## src/sv/sgpg_pkg.sv

```systemverilog
`timescale 1ns / 1ps
// ----------------------------------------------------------------------------
// Scaled glyph pixel generator package
// Shared types, constants and the 5x7 font table.
// ----------------------------------------------------------------------------
package sgpg_pkg;

  localparam int unsigned GLYPH_COLS = 5;
  localparam int unsigned GLYPH_ROWS = 7;

  localparam logic [7:0] FONT_W_SCALE2 = 8'd10;
  localparam logic [7:0] FONT_W_SCALE3 = 8'd18;
  localparam logic [7:0] FONT_H_SCALE2 = 8'd16;
  localparam logic [7:0] FONT_H_SCALE3 = 8'd24;

  localparam logic [2:0] LAST_COL = 3'(GLYPH_COLS - 1);
  localparam logic [4:0] LAST_ROW = 5'(GLYPH_ROWS - 1);

  typedef logic [GLYPH_ROWS-1:0][GLYPH_COLS-1:0] glyph_t;

  typedef enum logic [1:0] {
    REG_ORIENTATION = 2'd0,
    REG_FONT_WIDTH  = 2'd1,
    REG_FONT_HEIGHT = 2'd2
  } reg_idx_e;

  typedef enum logic [0:0] {
    CMD_START = 1'b0,
    CMD_STEP  = 1'b1
  } cmd_e;

  typedef enum logic [2:0] {
    ST_IDLE,
    ST_SCAN,
    ST_NEXT,
    ST_ADDX,
    ST_ADDY,
    ST_OUT
  } state_e;

  typedef struct packed {
    logic       found;
    logic [2:0] col;
  } scan_res_t;

  function automatic glyph_t glyph_pack(logic [4:0] r0, logic [4:0] r1, logic [4:0] r2,
                                        logic [4:0] r3, logic [4:0] r4, logic [4:0] r5,
                                        logic [4:0] r6);
    glyph_t g;
    g[0] = r0;
    g[1] = r1;
    g[2] = r2;
    g[3] = r3;
    g[4] = r4;
    g[5] = r5;
    g[6] = r6;
    return g;
  endfunction

  // Lower case folds to upper case; codes without a glyph get the question mark.
  function automatic glyph_t glyph_lookup(logic [7:0] code);
    logic [7:0] c;
    glyph_t     g;
    c = code;
    if (code >= "a" && code <= "z") begin
      c = code - 8'd32;
    end
    case (c)
      " ": g = glyph_pack(5'h00, 5'h00, 5'h00, 5'h00, 5'h00, 5'h00, 5'h00);
      "+": g = glyph_pack(5'h00, 5'h04, 5'h04, 5'h1F, 5'h04, 5'h04, 5'h00);
      "-": g = glyph_pack(5'h00, 5'h00, 5'h00, 5'h1F, 5'h00, 5'h00, 5'h00);
      ".": g = glyph_pack(5'h00, 5'h00, 5'h00, 5'h00, 5'h00, 5'h0C, 5'h0C);
      ":": g = glyph_pack(5'h00, 5'h0C, 5'h0C, 5'h00, 5'h0C, 5'h0C, 5'h00);
      "/": g = glyph_pack(5'h01, 5'h02, 5'h04, 5'h08, 5'h10, 5'h00, 5'h00);
      "0": g = glyph_pack(5'h0E, 5'h11, 5'h13, 5'h15, 5'h19, 5'h11, 5'h0E);
      "1": g = glyph_pack(5'h04, 5'h0C, 5'h04, 5'h04, 5'h04, 5'h04, 5'h0E);
      "2": g = glyph_pack(5'h0E, 5'h11, 5'h01, 5'h02, 5'h04, 5'h08, 5'h1F);
      "3": g = glyph_pack(5'h1E, 5'h01, 5'h01, 5'h0E, 5'h01, 5'h01, 5'h1E);
      "4": g = glyph_pack(5'h02, 5'h06, 5'h0A, 5'h12, 5'h1F, 5'h02, 5'h02);
      "5": g = glyph_pack(5'h1F, 5'h10, 5'h10, 5'h1E, 5'h01, 5'h01, 5'h1E);
      "6": g = glyph_pack(5'h0E, 5'h10, 5'h10, 5'h1E, 5'h11, 5'h11, 5'h0E);
      "7": g = glyph_pack(5'h1F, 5'h01, 5'h02, 5'h04, 5'h08, 5'h08, 5'h08);
      "8": g = glyph_pack(5'h0E, 5'h11, 5'h11, 5'h0E, 5'h11, 5'h11, 5'h0E);
      "9": g = glyph_pack(5'h0E, 5'h11, 5'h11, 5'h0F, 5'h01, 5'h01, 5'h0E);
      "A": g = glyph_pack(5'h0E, 5'h11, 5'h11, 5'h1F, 5'h11, 5'h11, 5'h11);
      "B": g = glyph_pack(5'h1E, 5'h11, 5'h11, 5'h1E, 5'h11, 5'h11, 5'h1E);
      "C": g = glyph_pack(5'h0E, 5'h11, 5'h10, 5'h10, 5'h10, 5'h11, 5'h0E);
      "D": g = glyph_pack(5'h1E, 5'h11, 5'h11, 5'h11, 5'h11, 5'h11, 5'h1E);
      "E": g = glyph_pack(5'h1F, 5'h10, 5'h10, 5'h1E, 5'h10, 5'h10, 5'h1F);
      "F": g = glyph_pack(5'h1F, 5'h10, 5'h10, 5'h1E, 5'h10, 5'h10, 5'h10);
      "G": g = glyph_pack(5'h0E, 5'h11, 5'h10, 5'h17, 5'h11, 5'h11, 5'h0E);
      "H": g = glyph_pack(5'h11, 5'h11, 5'h11, 5'h1F, 5'h11, 5'h11, 5'h11);
      "I": g = glyph_pack(5'h0E, 5'h04, 5'h04, 5'h04, 5'h04, 5'h04, 5'h0E);
      "J": g = glyph_pack(5'h07, 5'h02, 5'h02, 5'h02, 5'h12, 5'h12, 5'h0C);
      "K": g = glyph_pack(5'h11, 5'h12, 5'h14, 5'h18, 5'h14, 5'h12, 5'h11);
      "L": g = glyph_pack(5'h10, 5'h10, 5'h10, 5'h10, 5'h10, 5'h10, 5'h1F);
      "M": g = glyph_pack(5'h11, 5'h1B, 5'h15, 5'h15, 5'h11, 5'h11, 5'h11);
      "N": g = glyph_pack(5'h11, 5'h19, 5'h15, 5'h13, 5'h11, 5'h11, 5'h11);
      "O": g = glyph_pack(5'h0E, 5'h11, 5'h11, 5'h11, 5'h11, 5'h11, 5'h0E);
      "P": g = glyph_pack(5'h1E, 5'h11, 5'h11, 5'h1E, 5'h10, 5'h10, 5'h10);
      "Q": g = glyph_pack(5'h0E, 5'h11, 5'h11, 5'h11, 5'h15, 5'h12, 5'h0D);
      "R": g = glyph_pack(5'h1E, 5'h11, 5'h11, 5'h1E, 5'h14, 5'h12, 5'h11);
      "S": g = glyph_pack(5'h0F, 5'h10, 5'h10, 5'h0E, 5'h01, 5'h01, 5'h1E);
      "T": g = glyph_pack(5'h1F, 5'h04, 5'h04, 5'h04, 5'h04, 5'h04, 5'h04);
      "U": g = glyph_pack(5'h11, 5'h11, 5'h11, 5'h11, 5'h11, 5'h11, 5'h0E);
      "V": g = glyph_pack(5'h11, 5'h11, 5'h11, 5'h11, 5'h11, 5'h0A, 5'h04);
      "W": g = glyph_pack(5'h11, 5'h11, 5'h11, 5'h15, 5'h15, 5'h15, 5'h0A);
      "X": g = glyph_pack(5'h11, 5'h11, 5'h0A, 5'h04, 5'h0A, 5'h11, 5'h11);
      "Y": g = glyph_pack(5'h11, 5'h11, 5'h0A, 5'h04, 5'h04, 5'h04, 5'h04);
      "Z": g = glyph_pack(5'h1F, 5'h01, 5'h02, 5'h04, 5'h08, 5'h10, 5'h1F);
      default: g = glyph_pack(5'h0E, 5'h11, 5'h01, 5'h02, 5'h04, 5'h00, 5'h04);
    endcase
    return g;
  endfunction

  function automatic logic [1:0] scale_sel(logic [7:0] size, logic [7:0] thr2,
                                           logic [7:0] thr3);
    logic [1:0] s;
    s = 2'd1;
    if (size >= thr3) begin
      s = 2'd3;
    end else if (size >= thr2) begin
      s = 2'd2;
    end
    return s;
  endfunction

endpackage

```

## src/sv/sgpg_scan.sv

```systemverilog
`timescale 1ns / 1ps
// ----------------------------------------------------------------------------
// Glyph row scanner
// Finds the leftmost set bit of one glyph row at or after a start column.
// ----------------------------------------------------------------------------
module sgpg_scan (
  input  logic [sgpg_pkg::GLYPH_COLS-1:0] row_bits_i,
  input  logic [2:0]                      start_col_i,
  output sgpg_pkg::scan_res_t             res_o
);

  always_comb begin
    res_o = '0;
    for (int c = sgpg_pkg::GLYPH_COLS - 1; c >= 0; c--) begin
      if (row_bits_i[sgpg_pkg::GLYPH_COLS-1-c] && (3'(c) >= start_col_i)) begin
        res_o.found = 1'b1;
        res_o.col   = 3'(c);
      end
    end
  end

endmodule

```

## src/sv/sgpg_addcmp.sv

```systemverilog
`timescale 1ns / 1ps
// ----------------------------------------------------------------------------
// Coordinate add and bound compare
// Adds a box offset to a 16-bit base and checks the sum against a panel bound.
// ----------------------------------------------------------------------------
module sgpg_addcmp (
  input  logic [15:0] base_i,
  input  logic [4:0]  offset_i,
  input  logic [15:0] limit_i,
  output logic [15:0] sum_o,
  output logic        below_o
);

  assign sum_o   = base_i + 16'(offset_i);
  assign below_o = sum_o < limit_i;

endmodule

```

## src/sv/scaled_glyph_pixel_generator.sv

```systemverilog
`timescale 1ns / 1ps
// ----------------------------------------------------------------------------
// Scaled glyph pixel generator
// Turns one 5x7 font character into a stream of pixel writes, one per step.
// ----------------------------------------------------------------------------
// A background step passes through the X add, the Y add and the output state;
// a foreground step adds one to seven row scans to find its glyph cell
// and, at the end of a scale block, up to seven more to find the next one.
// One row of glyph bits is scanned per cycle and one coordinate is added and
// bounded per cycle. Reset clears all control state; there is no clearing pass.
module scaled_glyph_pixel_generator #(
  parameter int unsigned PANEL_WIDTH  = 240,
  parameter int unsigned PANEL_HEIGHT = 320
) (
  input  logic        clk_i,
  input  logic        rst_ni,
  input  logic        cfg_valid_i,
  output logic        cfg_ready_o,
  input  logic [1:0]  cfg_addr_i,
  input  logic [7:0]  cfg_data_i,
  input  logic        s_axis_tvalid,
  output logic        s_axis_tready,
  // char_code[7:0], origin_x[23:8], origin_y[39:24], fg_color[55:40], bg_color[71:56]
  input  logic [71:0] s_axis_tdata,
  // command[0]
  input  logic        s_axis_tuser,
  output logic        m_axis_tvalid,
  input  logic        m_axis_tready,
  // pixel_x[15:0], pixel_y[31:16], pixel_color[47:32]
  output logic [47:0] m_axis_tdata,
  // pixel_present[0]
  output logic        m_axis_tuser,
  output logic        m_axis_tlast
);

  sgpg_pkg::state_e    state_q, state_d;
  logic                busy_q, busy_d;
  logic                fill_q, fill_d;
  logic [4:0]          row_q, row_d;
  logic [3:0]          col_q, col_d;
  logic [1:0]          sub_row_q, sub_row_d;
  logic [1:0]          sub_col_q, sub_col_d;
  logic [1:0]          sx_q, sx_d;
  logic [1:0]          sy_q, sy_d;
  logic [1:0]          orient_q;
  logic [7:0]          font_w_q;
  logic [7:0]          font_h_q;
  logic                out_valid_q;

  sgpg_pkg::glyph_t    glyph_q, glyph_d;
  logic [15:0]         base_x_q, base_x_d;
  logic [15:0]         base_y_q, base_y_d;
  logic [15:0]         fg_q, fg_d;
  logic [15:0]         bg_q, bg_d;
  logic [3:0]          dx_q, dx_d;
  logic [4:0]          dy_q, dy_d;
  logic [15:0]         color_q, color_d;
  logic                last_q, last_d;
  logic [15:0]         px_q, px_d;
  logic [15:0]         py_q, py_d;
  logic                pres_q, pres_d;
  logic [15:0]         out_x_q, out_y_q, out_color_q;
  logic                out_pres_q, out_last_q;

  logic                in_acc;
  logic                out_load;
  logic [3:0]          fill_w;
  logic [4:0]          fill_h;
  logic [4:0]          scan_bits;
  sgpg_pkg::scan_res_t scan_res;
  logic [15:0]         au_base, au_sum, au_limit;
  logic [4:0]          au_off;
  logic                au_below;
  logic [15:0]         panel_w, panel_h;

  assign cfg_ready_o   = 1'b1;
  assign s_axis_tready = (state_q == sgpg_pkg::ST_IDLE);
  assign in_acc        = s_axis_tvalid && s_axis_tready;

  assign fill_w  = 4'(sx_q) * 4'(sgpg_pkg::GLYPH_COLS);
  assign fill_h  = 5'(sy_q) * 5'(sgpg_pkg::GLYPH_ROWS);
  assign panel_w = orient_q[0] ? 16'(PANEL_HEIGHT) : 16'(PANEL_WIDTH);
  assign panel_h = orient_q[0] ? 16'(PANEL_WIDTH) : 16'(PANEL_HEIGHT);

  assign scan_bits = (row_q <= sgpg_pkg::LAST_ROW) ? glyph_q[row_q[2:0]] : '0;

  sgpg_scan u_scan (
    .row_bits_i  (scan_bits),
    .start_col_i (col_q[2:0]),
    .res_o       (scan_res)
  );

  assign au_base  = (state_q == sgpg_pkg::ST_ADDY) ? base_y_q : base_x_q;
  assign au_off   = (state_q == sgpg_pkg::ST_ADDY) ? dy_q : {1'b0, dx_q};
  assign au_limit = (state_q == sgpg_pkg::ST_ADDY) ? panel_h : panel_w;

  sgpg_addcmp u_addcmp (
    .base_i   (au_base),
    .offset_i (au_off),
    .limit_i  (au_limit),
    .sum_o    (au_sum),
    .below_o  (au_below)
  );

  always_comb begin
    state_d   = state_q;
    busy_d    = busy_q;
    fill_d    = fill_q;
    row_d     = row_q;
    col_d     = col_q;
    sub_row_d = sub_row_q;
    sub_col_d = sub_col_q;
    sx_d      = sx_q;
    sy_d      = sy_q;
    glyph_d   = glyph_q;
    base_x_d  = base_x_q;
    base_y_d  = base_y_q;
    fg_d      = fg_q;
    bg_d      = bg_q;
    dx_d      = dx_q;
    dy_d      = dy_q;
    color_d   = color_q;
    last_d    = last_q;
    px_d      = px_q;
    py_d      = py_q;
    pres_d    = pres_q;
    out_load  = 1'b0;
    unique case (state_q)
      sgpg_pkg::ST_IDLE: begin
        if (in_acc) begin
          if (s_axis_tuser == sgpg_pkg::CMD_START) begin
            glyph_d   = sgpg_pkg::glyph_lookup(s_axis_tdata[7:0]);
            base_x_d  = s_axis_tdata[23:8];
            base_y_d  = s_axis_tdata[39:24];
            fg_d      = s_axis_tdata[55:40];
            bg_d      = s_axis_tdata[71:56];
            sx_d      = sgpg_pkg::scale_sel(font_w_q, sgpg_pkg::FONT_W_SCALE2,
                                            sgpg_pkg::FONT_W_SCALE3);
            sy_d      = sgpg_pkg::scale_sel(font_h_q, sgpg_pkg::FONT_H_SCALE2,
                                            sgpg_pkg::FONT_H_SCALE3);
            fill_d    = s_axis_tdata[55:40] != s_axis_tdata[71:56];
            row_d     = '0;
            col_d     = '0;
            sub_row_d = '0;
            sub_col_d = '0;
            busy_d    = 1'b1;
          end else if (busy_q) begin
            if (fill_q) begin
              dx_d    = col_q;
              dy_d    = row_q;
              color_d = bg_q;
              last_d  = 1'b0;
              if (col_q == fill_w - 4'd1) begin
                col_d = '0;
                row_d = row_q + 5'd1;
                if (row_q == fill_h - 5'd1) begin
                  fill_d = 1'b0;
                  row_d  = '0;
                  if (glyph_q == '0) begin
                    last_d = 1'b1;
                    busy_d = 1'b0;
                  end
                end
              end else begin
                col_d = col_q + 4'd1;
              end
              state_d = sgpg_pkg::ST_ADDX;
            end else begin
              state_d = sgpg_pkg::ST_SCAN;
            end
          end
        end
      end
      sgpg_pkg::ST_SCAN: begin
        if (scan_res.found) begin
          dx_d    = 4'(scan_res.col) * 4'(sx_q) + 4'(sub_col_q);
          dy_d    = 5'(row_q[2:0]) * 5'(sy_q) + 5'(sub_row_q);
          color_d = fg_q;
          last_d  = 1'b0;
          col_d   = 4'(scan_res.col);
          if (sub_col_q == sx_q - 2'd1) begin
            sub_col_d = '0;
            if (sub_row_q == sy_q - 2'd1) begin
              sub_row_d = '0;
              if (scan_res.col == sgpg_pkg::LAST_COL) begin
                col_d = '0;
                row_d = row_q + 5'd1;
              end else begin
                col_d = 4'(scan_res.col) + 4'd1;
              end
              state_d = sgpg_pkg::ST_NEXT;
            end else begin
              sub_row_d = sub_row_q + 2'd1;
              state_d   = sgpg_pkg::ST_ADDX;
            end
          end else begin
            sub_col_d = sub_col_q + 2'd1;
            state_d   = sgpg_pkg::ST_ADDX;
          end
        end else if (row_q >= sgpg_pkg::LAST_ROW) begin
          busy_d  = 1'b0;
          px_d    = '0;
          py_d    = '0;
          pres_d  = 1'b0;
          color_d = '0;
          last_d  = 1'b1;
          state_d = sgpg_pkg::ST_OUT;
        end else begin
          row_d = row_q + 5'd1;
          col_d = '0;
        end
      end
      sgpg_pkg::ST_NEXT: begin
        if (scan_res.found) begin
          col_d   = 4'(scan_res.col);
          state_d = sgpg_pkg::ST_ADDX;
        end else if (row_q >= sgpg_pkg::LAST_ROW) begin
          last_d  = 1'b1;
          busy_d  = 1'b0;
          row_d   = '0;
          col_d   = '0;
          state_d = sgpg_pkg::ST_ADDX;
        end else begin
          row_d = row_q + 5'd1;
          col_d = '0;
        end
      end
      sgpg_pkg::ST_ADDX: begin
        px_d    = au_sum;
        pres_d  = au_below;
        state_d = sgpg_pkg::ST_ADDY;
      end
      sgpg_pkg::ST_ADDY: begin
        py_d    = au_sum;
        pres_d  = pres_q && au_below;
        state_d = sgpg_pkg::ST_OUT;
      end
      sgpg_pkg::ST_OUT: begin
        if (!out_valid_q || m_axis_tready) begin
          out_load = 1'b1;
          state_d  = sgpg_pkg::ST_IDLE;
        end
      end
      default: begin
        state_d = sgpg_pkg::ST_IDLE;
      end
    endcase
  end

  always_ff @(posedge clk_i or negedge rst_ni) begin
    if (!rst_ni) begin
      state_q   <= sgpg_pkg::ST_IDLE;
      busy_q    <= 1'b0;
      fill_q    <= 1'b0;
      row_q     <= '0;
      col_q     <= '0;
      sub_row_q <= '0;
      sub_col_q <= '0;
      sx_q      <= 2'd1;
      sy_q      <= 2'd1;
    end else begin
      state_q   <= state_d;
      busy_q    <= busy_d;
      fill_q    <= fill_d;
      row_q     <= row_d;
      col_q     <= col_d;
      sub_row_q <= sub_row_d;
      sub_col_q <= sub_col_d;
      sx_q      <= sx_d;
      sy_q      <= sy_d;
    end
  end

  always_ff @(posedge clk_i or negedge rst_ni) begin
    if (!rst_ni) begin
      orient_q <= '0;
      font_w_q <= '0;
      font_h_q <= '0;
    end else if (cfg_valid_i && cfg_ready_o) begin
      unique case (cfg_addr_i)
        sgpg_pkg::REG_ORIENTATION: orient_q <= cfg_data_i[1:0];
        sgpg_pkg::REG_FONT_WIDTH:  font_w_q <= cfg_data_i;
        sgpg_pkg::REG_FONT_HEIGHT: font_h_q <= cfg_data_i;
        default: begin
        end
      endcase
    end
  end

  always_ff @(posedge clk_i) begin
    glyph_q  <= glyph_d;
    base_x_q <= base_x_d;
    base_y_q <= base_y_d;
    fg_q     <= fg_d;
    bg_q     <= bg_d;
    dx_q     <= dx_d;
    dy_q     <= dy_d;
    color_q  <= color_d;
    last_q   <= last_d;
    px_q     <= px_d;
    py_q     <= py_d;
    pres_q   <= pres_d;
  end

  always_ff @(posedge clk_i or negedge rst_ni) begin
    if (!rst_ni) begin
      out_valid_q <= 1'b0;
    end else if (out_load) begin
      out_valid_q <= 1'b1;
    end else if (m_axis_tready) begin
      out_valid_q <= 1'b0;
    end
  end

  always_ff @(posedge clk_i) begin
    if (out_load) begin
      out_x_q     <= px_q;
      out_y_q     <= py_q;
      out_color_q <= color_q;
      out_pres_q  <= pres_q;
      out_last_q  <= last_q;
    end
  end

  assign m_axis_tvalid = out_valid_q;
  assign m_axis_tdata  = {out_color_q, out_y_q, out_x_q};
  assign m_axis_tuser  = out_pres_q;
  assign m_axis_tlast  = out_last_q;

  a_fill_implies_busy: assert property (@(posedge clk_i) disable iff (!rst_ni)
    fill_q |-> busy_q)
    else $error("Background fill active while the generator is idle.");

  a_cursor_in_glyph: assert property (@(posedge clk_i) disable iff (!rst_ni)
    (busy_q && !fill_q) |-> (row_q <= 5'(sgpg_pkg::GLYPH_ROWS)))
    else $error("Glyph cursor ran past the glyph rows.");

  a_scale_nonzero: assert property (@(posedge clk_i) disable iff (!rst_ni)
    (sx_q != 2'd0) && (sy_q != 2'd0))
    else $error("Latched scale is zero.");

  a_load_from_out: assert property (@(posedge clk_i) disable iff (!rst_ni)
    $rose(out_valid_q) |-> $past(state_q == sgpg_pkg::ST_OUT))
    else $error("Result register loaded outside the output state.");

endmodule
```

## config.mk

```make
export PLATFORM = sky130hd
export DESIGN_NAME = scaled_glyph_pixel_generator
export DESIGN_NICKNAME = d
export VERILOG_FILES = /design/src/sv/sgpg_pkg.sv /design/src/sv/sgpg_scan.sv /design/src/sv/sgpg_addcmp.sv /design/src/sv/scaled_glyph_pixel_generator.sv
export SDC_FILE = /design/constraint.sdc
export NUM_CORES = 1
export LEC_CHECK = 0
export BUFFER_PORTS_ARGS = -buffer_cell sky130_fd_sc_hd__buf_2
export CAP_MARGIN = 20
export CORE_MARGIN = 8
export CORE_UTILIZATION = 61
export CTS_BUF_LIST = sky130_fd_sc_hd__clkbuf_4
export DETAILED_ROUTE_END_ITERATION = 8
export PLACE_DENSITY_LB_ADDON = 0.12
export SLEW_MARGIN = 20
export SYNTH_ARGS = -nofsm -noshare
export SYNTH_HDL_FRONTEND = slang
export SYNTH_MEMORY_MAX_BITS = 65536
export SYNTH_SLANG_ARGS = --single-unit
```

## constraint.sdc

```tcl
create_clock -name clk_i -period 9.7 [get_ports clk_i]
set_input_delay 0 -clock clk_i [delete_from_list [all_inputs] [get_ports clk_i]]
set_output_delay 0 -clock clk_i [all_outputs]
set_load 0.01 [all_outputs]
```

==> flow_metrics.tcl, run 1 <==
set metrics [dict create \
    wl_per_cell_um 20.7 \
    hold_path_class "in2reg" \
    intPower_mw 2.39 \
    vias 10800 \
    nNetsFinal 1586 \
    maxSlewViolCount 0 \
    tightest_slew_ns 1.08 \
    fmax_ghz 0.198 \
    dp_hpwl_mm 23.9 \
    worstSetupPathType "reg2reg" \
    cp_max_fo 25 \
    place_inst 1568 \
    status "finished, final reports clean" \
    min_period_ns 5.04 \
    cts_max_level 2 \
    ys_seq_area_share_pct 55.2 \
    placedInstanceArea_mm2 0.0138 \
    drt-initial-drc-count 1091 \
    clock_latency_ns 0.71 \
    fin_cells 1778 \
    critPathRequiredTime_ns 10.21 \
    power_density_mw_per_mm2 249 \
    cts_tree "built" \
    maxSlewHeadroom_pct 27.9 \
    grtUsageTotal_pct 27.9 \
    dr.pass1.iters 8 \
    irDropWorstVdd_mv 0.176 \
    synthFlopType "edfxtp_1" \
    finalSetupTns_ns 0 \
    synth_cell_types 88 \
    synth_nets 1336 \
    coreArea_mm2 0.0210 \
    ys_ff_latch 244 \
    die_w_um 162 \
    routabilityCongestion 1.00 \
    hold_viol 0 \
    wl_mm 36.9 \
    final_area_mm2 0.0156 \
    syn_inst 1203 \
    grt_max_degree 63 \
    avgSynthCellArea_um2 10.8 \
    setup_violations 0 \
    clock-sinks 244 \
    drive_gt1_share_pct 19.4 \
    power_mw 3.89 \
    synth_edf_count 208 \
    numCtsBuffers 60 \
    grt_pass1_wl_mm 58.0 \
    p_leak_nw 6.14 \
    seqPwrFrac_pct 41.7 \
    pwr-share-comb_pct 36.8 \
    rows 53 \
    cts_setup_buffers 0 \
    clkTransAtPathRegs_ns 0.07 \
    via_per_inst 6.07 \
    antenna_left 0 \
    p_switching_mw 1.50 \
    drc 0 \
    critPathLaunchType "flip-flop" \
    swShare_pct 38.6 \
    clockBufferDepth 3 \
    critPathArrivalTime_ns 5.55 \
    cts_root_buf "clkbuf_4" \
    num_io_pins 141 \
    finClkSkew_ns 0.0655 \
    fin_util_pct 74.4 \
    die_y_um 162 \
    rr_worst_depth 16 \
    area_delta_synth_final_pct 20.5 \
    antenna_found_initial 2 \
    async_flop_share_pct 14.8 \
    drv_cap 0 \
    port-buffer-count 139 \
    critPathCaptureType "flip-flop" \
    grt_pass1_vias 11000 \
    grt_setup_unrepaired "no" \
    clockPowerShare_pct 21.5 \
    die_area_mm2 0.0261 \
    start_util_pct 61.8 \
    min_period_over_period_pct 52.0 \
    overflow 0 \
    syn_area_mm2 0.0129 \
    yosys_warnings 0 \
    ctsHoldBuffers 98 \
    min_path_cells 2 \
    cts_resized 0 \
]
power groups by stage:
| stage | clock network, mW | registers, mW | logic [mW] |
|---|---|---|---|
| finish | 0.835 | 1.62 | 1.43 |
| global route | 0.904 | 1.65 | 1.59 |
| CTS | 0.832 | 1.62 | 1.40 |
| detailed placement | 0 | 1.64 | 1.36 |
| global placement | 0 | 1.62 | 1.34 |
| floorplan | 0 | 1.57 | 1.03 |
layout by cell type, fill, tap and decap left out, drive strengths merged, types with 40 or more instances in the layout:
master	Yosys	final
dlygate4sd3	0	97
ha	40	40
nor2	109	109
inv	51	52
buf	20	156
a21oi	74	74
edfxtp	208	208
clkbuf	45	87
nand2	157	157
o21ai	100	100
cell families after synthesis:
logic type               count (synthesis)  share of synthesized area (%)
adder cells (fa/ha/maj)                 45                           4.64
multiplexers                            47                           4.15
AO/OA/AOI/OAI                          291                           14.2
flip-flops                             244                           55.2
other                                    1                         0.0290
buffers and inverters                  117                           3.69
XOR/XNOR                                44                           3.08
AND/OR/NAND/NOR                        414                           15.0
critical path, cell delays in order, from the launching register on:
cell and delay [ns]:
dfrtp_1 0.59, nor3b_4 0.90, nand2_1 0.14, nand2_1 0.10
ha_1 0.16, inv_1 0.05, fa_1 0.39, nor2b_1 0.12
o21ai_0 0.10, a21oi_1 0.57, o211ai_1 0.20, xor2_1 0.28
mux2i_1 0.16, ha_1 0.39, a221oi_1 0.30, nand3_1 0.13
nor4_2 0.27
worst paths after layout:
path                                   from  slack, ns             end
max                              state_q[2]       4.66          pres_q
min                        s_axis_tdata[30]       0.04     base_y_q[6]
max reg2reg                      state_q[2]       4.66          pres_q
min reg2reg                      color_q[7]       0.41  out_color_q[7]
max in group asynchronous            rst_ni       9.02    sub_col_q[0]
min in group asynchronous            rst_ni       0.44         sy_q[0]
metal layers:
metal  global-route usage (%)  up-vias  share of wire (%)
li1                         -     4963                  -
met1                     33.5     5097                 38
met2                     47.7      606                 49
met3                     5.32      134                8.8
met4                     13.7        0                4.5
met5                        0        -                  0
flip-flops by register name (all words and copies together) (netlist names), 7 cells and up:
register and cells:
out_y_q 16, bg_q 16, base_y_q 16, out_x_q 16, out_color_q 16, fg_q 16, font_w_q 7, px_q 16
py_q 16, glyph_q 35, color_q 16, base_x_q 16
Yosys cell counts (all sizes together), types with 3 or more instances:
cell type,n,area [um^2]
or3,3,18.8
mux2i,28,300
edfxtp,208,6250
o21ai,100,504
a32o,4,40.0
and3,5,31.3
xnor2,12,105
o211ai,21,163
o2bb2ai,3,26.3
a221oi,3,26.3
nor3b,7,68.8
xor2,31,272
fa,5,100
nand4,14,87.6
a21oi,74,374
nand2,157,589
nor2,109,409
mux2,17,191
o21a,5,37.5
dfrtp,34,851
a31oi,9,56.3
and2,16,100
o221ai,6,52.6
nand2b,10,62.6
o22ai,3,18.8
clkbuf,45,169
o2111ai,4,35.0
buf,20,114
o31ai,6,45.0
a21o,6,45.0
nand3b,10,75.1
nand3,26,130
nor3,24,136
ha,40,500
a41oi,4,35.0
inv,51,191
a2bb2oi,3,26.3
a22oi,6,45.0
nor2b,10,62.6
a211oi,5,37.5
a21boi,5,41.3
nor4,15,100
stage by stage:
stage	worst slack, ns	hold WS [ns]
6_report	4.66	0.0419
5_1_grt	4.27	0.00449
4_1_cts	4.84	0.00112
3_5_place_dp	4.90	0.148
3_3_place_gp	5.05	0.147
2_1_floorplan	4.86	-0.296
area by class of cell:
class | count | area, um^2
clock buffer | 87 | 653
fill | 1450 | 5360
multi-input combinational | 842 | 5340
clock inverter | 22 | 103
timing repair buffer | 253 | 1810
inverter | 52 | 195
tap | 275 | 344
sequential | 244 | 7150
antenna | 3 | 7.51
Power figures use the tool's default switching activity.
==> inputs of run 2 (changes only) <==
ABC_AREA = 1   (was default)
CORE_UTILIZATION = 55   (was 61)
clock period = 4.25 ns   (was 9.7 ns; I/O delays follow)
==> flow_metrics.tcl, run 2 <==
set metrics [dict create \
    grt_max_degree 80 \
    drc 0 \
    tightest_slew_ns 1.00 \
    multi_input_area_mm2 0.00481 \
    wl_met3_mm 2.55 \
    min_period_over_period_pct 87.9 \
    die_w_um 169 \
    die_y_um 169 \
    drt-met1-wl_mm 14.5 \
    muxShareOfSynthArea_pct 0.691 \
    clock-sinks 244 \
    syn_area_mm2 0.0129 \
    antenna_left 0 \
    intPower_mw 5.27 \
    critPathCaptureType "flip-flop" \
    synthFlopType "edfxtp_1" \
    synth_fa_ha_area_share_pct 4.67 \
    clockBufferDepth 3 \
    clock_latency_ns 0.68 \
    start_util_pct 55.4 \
    numCtsBuffers 59 \
    overflow 0 \
    ys_ff_latch 244 \
    path_buf_inv 4 \
    dp_hpwl_mm 24.0 \
    met2RoutedLength_mm 16.8 \
    die_area_mm2 0.0285 \
    grt_pass1_vias 10500 \
    crit_slowest_cell "dfrtp_1" \
    cts_max_level 2 \
    worstSetupPathType "reg2reg" \
    finClkSkew_ns 0.0445 \
    cp_max_fo 30 \
    synth_area_leaders "edfxtp_1, nand2_1, dfrtp_1" \
    critPathRequiredTime_ns 4.75 \
    port-buffer-count 139 \
    synth_edf_count 208 \
    area_delta_synth_final_pct 21.0 \
    p_leak_nw 6.79 \
    regMostFlops "glyph_q" \
    yosys_warnings 0 \
    maxSlewHeadroom_pct 33.3 \
    rows 56 \
    critPathArrivalTime_ns 4.23 \
    max_stage_delay_ns 0.46 \
    synth_nets 1487 \
    yosysTopAreaCellShare_pct 48.6 \
    mostFrequentLayoutCells "nand2_1, edfxtp_1, inv_1" \
    wl_per_cell_um 17.5 \
    wl_mm 34.8 \
    post-synth-top-count-cell "nand2_1" \
    async_flop_share_pct 14.8 \
    yosysTopAreaCell "edfxtp_1" \
    cts_tree "built" \
    critPathLaunchType "flip-flop" \
    top_layer "met4" \
    maxSlewViolCount 0 \
    cts_root_buf "clkbuf_4" \
    p_switching_mw 3.24 \
    cts_resized 0 \
    clockPowerShare_pct 22.4 \
    hold_path_class "in2reg" \
    syn_inst 1354 \
    antenna_found_initial 2 \
    fmax_ghz 0.268 \
    swShare_pct 38.0 \
    path_cells "nor2_4 -> nand2_4 -> mux2_2 -> ha_1 -> inv_1 -> fa_1 -> inv_1 -> nand3_1 -> nand2_1 -> nand2_1 -> nand2_1 -> nand3_2 -> nor2_2 -> inv_1 -> nand2_1 -> inv_1 -> ha_1 -> nor3_1 -> nand3_1 -> nor2_1 -> nand2_1 -> nor2_1 -> nand3_1 -> nor2_1" \
    power_mw 8.51 \
    grt_setup_unrepaired "no" \
    seqPwrFrac_pct 41.5 \
    synth_cell_types 58 \
    power_density_mw_per_mm2 547 \
    hold_viol 0 \
    routabilityCongestion 0.936 \
    fillers 1838 \
    seqCellArea_mm2 0.00715 \
    final_common_cell "nand2_1" \
    nNetsFinal 1746 \
    synthSimpleGateAreaFrac_pct 20.4 \
    grt_pass1_wl_mm 55.2 \
    pwr-share-comb_pct 36.1 \
    largest_reg_flops 35 \
    synth_top_family_by_area "simple AND/OR/NAND/NOR gates" \
    irDropWorstVdd_mv 0.370 \
    vias 10500 \
    num_io_pins 141 \
    status "finished, final reports clean" \
    synth_top_cells_by_count "nand2_1, edfxtp_1, inv_1" \
    synth_compound_area_share_pct 9.29 \
    ys_seq_area_share_pct 55.6 \
    drive_gt1_share_pct 18.6 \
    cp_common_cell "nand2_1" \
    crit_family "simple AND/OR/NAND/NOR gates" \
    dr.pass1.iters 7 \
    clkTransAtPathRegs_ns 0.07 \
    avgSynthCellArea_um2 9.50 \
    setup_violations 0 \
    synth_xor_area_share_pct 2.11 \
    drv_cap 0 \
    drt-initial-drc-count 859 \
    min_period_ns 3.74 \
    finalSetupTns_ns 0 \
    coreArea_mm2 0.0232 \
    via_per_inst 5.27 \
    grtUsageTotal_pct 24.5 \
]
[run 2: changes by cell type in the layout (fill, tap and decap cells not counted), sizes merged, moves of 16 or more]
cell   before  now
nand2     157  287
o21ai     100   82
inv        52  180
xor2       31   15
nand3      26  106
nor2      109  149
a22o        1   17
mux2i      28    1
[run 2: metrics by stage]
step | instance area, um^2 | hold slack (ns) | instances | utilization [%] | worst slack [ns]
2_1_floorplan | 12900 | -0.296 | 1354 | - | 0.342
3_3_place_gp | 13800 | 0.150 | 1777 | 59.6 | 0.690
3_5_place_dp | 13800 | 0.149 | 1777 | 59.6 | 0.539
4_1_cts | 15600 | 0.000732 | 1981 | 67.1 | 0.493
5_1_grt | 15600 | 0.00704 | 1983 | 67.1 | 0.0815
6_report | 15600 | 0.0579 | 1984 | 67.1 | 0.515
[run 2: final timing paths]
| kind | from | end | slack, ns | cells after the start |
|---|---|---|---|---|
| worst max-delay path | state_q[1] | pres_q | 0.51 | 24 |
| worst min-delay path | s_axis_tdata[22] | base_x_q[14] | 0.06 | 2 |
| worst max register to register | state_q[1] | pres_q | 0.51 | 24 |
| worst min register to register | px_q[1] | out_x_q[1] | 0.40 | 0 |
| max in group asynchronous | rst_ni | fill_q | 3.56 | 4 |
| min in group asynchronous | rst_ni | sy_q[0] | 0.46 | 3 |
[run 2: repair_timing]
action | CTS | global route
hold buffers | 94 | 0
setup buffers | 0 | 0
endpoints found under the hold margin | 138 | 0
endpoints found under the setup margin | 0 | 0
[run 2: kinds of logic (layout without fill, tap and decap cells)]
family / after synthesis / count (layout)
compound gates: 202 / 202
xor+xnor: 31 / 31
fa+ha+maj: 45 / 45
buf+inv: 226 / 534
flops: 244 / 244
mux: 8 / 8
other cells: 1 / 4
simple gates: 597 / 597
[run 2: worst reg2reg max path, stage by stage, from the launching register on]
cell and delay [ns]:
dfrtp_1 0.46, nor2_4 0.19, nand2_4 0.22, mux2_2 0.30, ha_1 0.18, inv_1 0.06
fa_1 0.40, inv_1 0.07, nand3_1 0.09, nand2_1 0.10, nand2_1 0.05, nand2_1 0.08
nand3_2 0.13, nor2_2 0.16, inv_1 0.05, nand2_1 0.10, inv_1 0.05, ha_1 0.18
nor3_1 0.18, nand3_1 0.09, nor2_1 0.09, nand2_1 0.05, nor2_1 0.08, nand3_1 0.07
nor2_1 0.11
[run 2: cell type report]
type | count | share of cell area, %
Timing Repair Buffer | 244 | 11.2
Tap cell | 319 | 2.57
Clock inverter | 26 | 0.917
Inverter | 180 | 4.37
Antenna cell | 3 | 0.0483
Multi-Input combinational cell | 884 | 30.9
Clock buffer | 84 | 4.05
Sequential cell | 244 | 46.0
[run 2: layer usage]
metal | up-vias | global-route usage (%)
met5 | - | 0
met4 | 0 | 9.01
met3 | 73 | 4.57
met2 | 411 | 40.8
met1 | 4843 | 31.4
li1 | 5130 | -
[run 2: power by group through the flow]
stage / Combinational [mW] / Clock, mW / Sequential (mW)
2_1_floorplan: 2.25 / 0 / 3.49
3_3_place_gp: 2.93 / 0 / 3.56
3_5_place_dp: 2.97 / 0 / 3.57
4_1_cts: 3.07 / 1.95 / 3.53
5_1_grt: 3.49 / 2.10 / 3.58
6_report: 3.07 / 1.91 / 3.53
==> inputs of run 3 (changes only) <==
CTS_BUF_LIST = sky130_fd_sc_hd__clkbuf_8   (was sky130_fd_sc_hd__clkbuf_4)
==> flow_metrics.tcl, run 3 (synthesis results as in run 2) <==
set metrics [dict create \
    cp_common_cell "nand2_1" \
    p_switching_mw 3.19 \
    intPower_mw 5.20 \
    drive_gt1_share_pct 16.2 \
    fin_cells 1925 \
    vias 10300 \
    grt_pass1_vias 10000 \
    die_area_mm2 0.0285 \
    wl_per_cell_um 17.7 \
    num_io_pins 141 \
    grt_pass1_wl_mm 53.7 \
    antenna_left 0 \
    finClkSkew_ns 0.0366 \
    grtUsageTotal_pct 23.8 \
    antenna_found_initial 1 \
    maxSlewViolCount 0 \
    dr.pass1.iters 5 \
    crit_family "simple AND/OR/NAND/NOR gates" \
    crit_slowest_cell "dfrtp_1" \
    swShare_pct 38.0 \
    worstSetupPathType "reg2reg" \
    status "finished, final reports clean" \
    dp_hpwl_mm 24.0 \
    drv_cap 0 \
    clockBufferDepth 3 \
    fmax_ghz 0.269 \
    hold_viol 0 \
    tightest_slew_ns 0.994 \
    rows 56 \
    finalSetupTns_ns 0 \
    routabilityCongestion 0.936 \
    numCtsBuffers 38 \
    setup_ws_ns 0.538 \
    power_mw 8.39 \
    drt-initial-drc-count 935 \
    port-buffer-count 139 \
    mostFrequentLayoutCells "nand2_1, edfxtp_1, inv_1" \
    p_leak_nw 6.67 \
    setup_violations 0 \
    critPathCaptureType "flip-flop" \
    place_inst 1777 \
    placedInstanceArea_mm2 0.0138 \
    overflow 0 \
    clock_latency_ns 0.55 \
    start_util_pct 55.4 \
    fin_util_pct 66.0 \
    clockPowerShare_pct 21.5 \
    grt_max_degree 80 \
    coreArea_mm2 0.0232 \
    cp_max_fo 30 \
    cts_max_level 2 \
    min_period_ns 3.71 \
    area_delta_synth_final_pct 19.1 \
    path_cells "nor2_4 -> nand2_4 -> mux2_2 -> ha_1 -> inv_1 -> fa_1 -> inv_1 -> nand3_1 -> nand2_1 -> nand2_1 -> nand2_1 -> nand3_2 -> nor2_2 -> inv_1 -> nand2_1 -> inv_1 -> ha_1 -> nor3_1 -> nand3_1 -> nor2_1 -> nand2_1 -> nor2_1 -> nand3_1 -> nor2_1" \
    cts_root_buf "clkbuf_8" \
    nNetsFinal 1711 \
    die_w_um 169 \
    place_ws_ns 0.539 \
    max_stage_delay_ns 0.45 \
    die_y_um 169 \
    regMostFlops "glyph_q" \
    seqPwrFrac_pct 42.2 \
    cts_tree "built" \
    min_period_over_period_pct 87.3 \
    critPathRequiredTime_ns 4.63 \
    hold_path_class "in2reg" \
    largest_reg_flops 35 \
    wl_mm 34.0 \
    via_per_inst 5.33 \
    final_common_cell "nand2_1" \
    path_buf_inv 4 \
    drc 0 \
    irDropWorstVdd_mv 0.421 \
    grt_setup_unrepaired "no" \
    holdWs_ns 0.0392 \
    pwr-share-comb_pct 36.4 \
    clkTransAtPathRegs_ns 0.06 \
    power_density_mw_per_mm2 548 \
    clock-sinks 244 \
    critPathArrivalTime_ns 4.10 \
    maxSlewHeadroom_pct 33.7 \
    final_area_mm2 0.0153 \
    critPathLaunchType "flip-flop" \
]
[run 3: final timing paths]
path	start	endpoint	slack (ns)	cells after the start
worst max-delay path	state_q[1]	pres_q	0.54	24
worst min-delay path	s_axis_tdata[5]	glyph_q[2]	0.04	5
min in group asynchronous	rst_ni	state_q[1]	0.14	2
worst min register to register	px_q[1]	out_x_q[1]	0.41	0
worst max register to register	state_q[1]	pres_q	0.54	24
max in group asynchronous	rst_ni	m_axis_tvalid	3.56	2
[run 3: tightest hold or removal path: stages]
cell     delay (ns)
buf_2          0.11
nand2_2        0.10
nand3_1        0.08
a21oi_1        0.09
nand2_1        0.07
[run 3: timing repair]
item                      in CTS  in global routing
gates resized for setup        0                  0
setup buffers                  0                  0
hold endpoints to repair     121                  0
hold buffers                  80                  0
[run 3: cell type report]
| class | instances | area (um^2) |
|---|---|---|
| Antenna cell | 1 | 2.50 |
| Clock buffer | 39 | 537 |
| Clock inverter | 28 | 151 |
| Fill cell | 1851 | 7870 |
| Inverter | 180 | 681 |
| Multi-Input combinational cell | 884 | 4810 |
| Sequential cell | 244 | 7150 |
| Tap cell | 319 | 399 |
| Timing Repair Buffer | 230 | 1590 |
[run 3: power by group through the flow]
stage	sequential (mW)	combinational, mW	clock, mW
after floorplan	3.49	2.25	0
after global placement	3.56	2.93	0
after detailed placement	3.57	2.97	0
after CTS	3.53	3.04	1.83
after global routing	3.58	3.47	1.95
final	3.54	3.05	1.80
[run 3: routing by layer]
metal	track usage (%)	wire, um	up-vias
met2	39.3	16300	436
met5	0	0	-
li1	-	-	5022
met1	31.7	14300	4747
met4	8.07	873	0
met3	3.75	2600	63
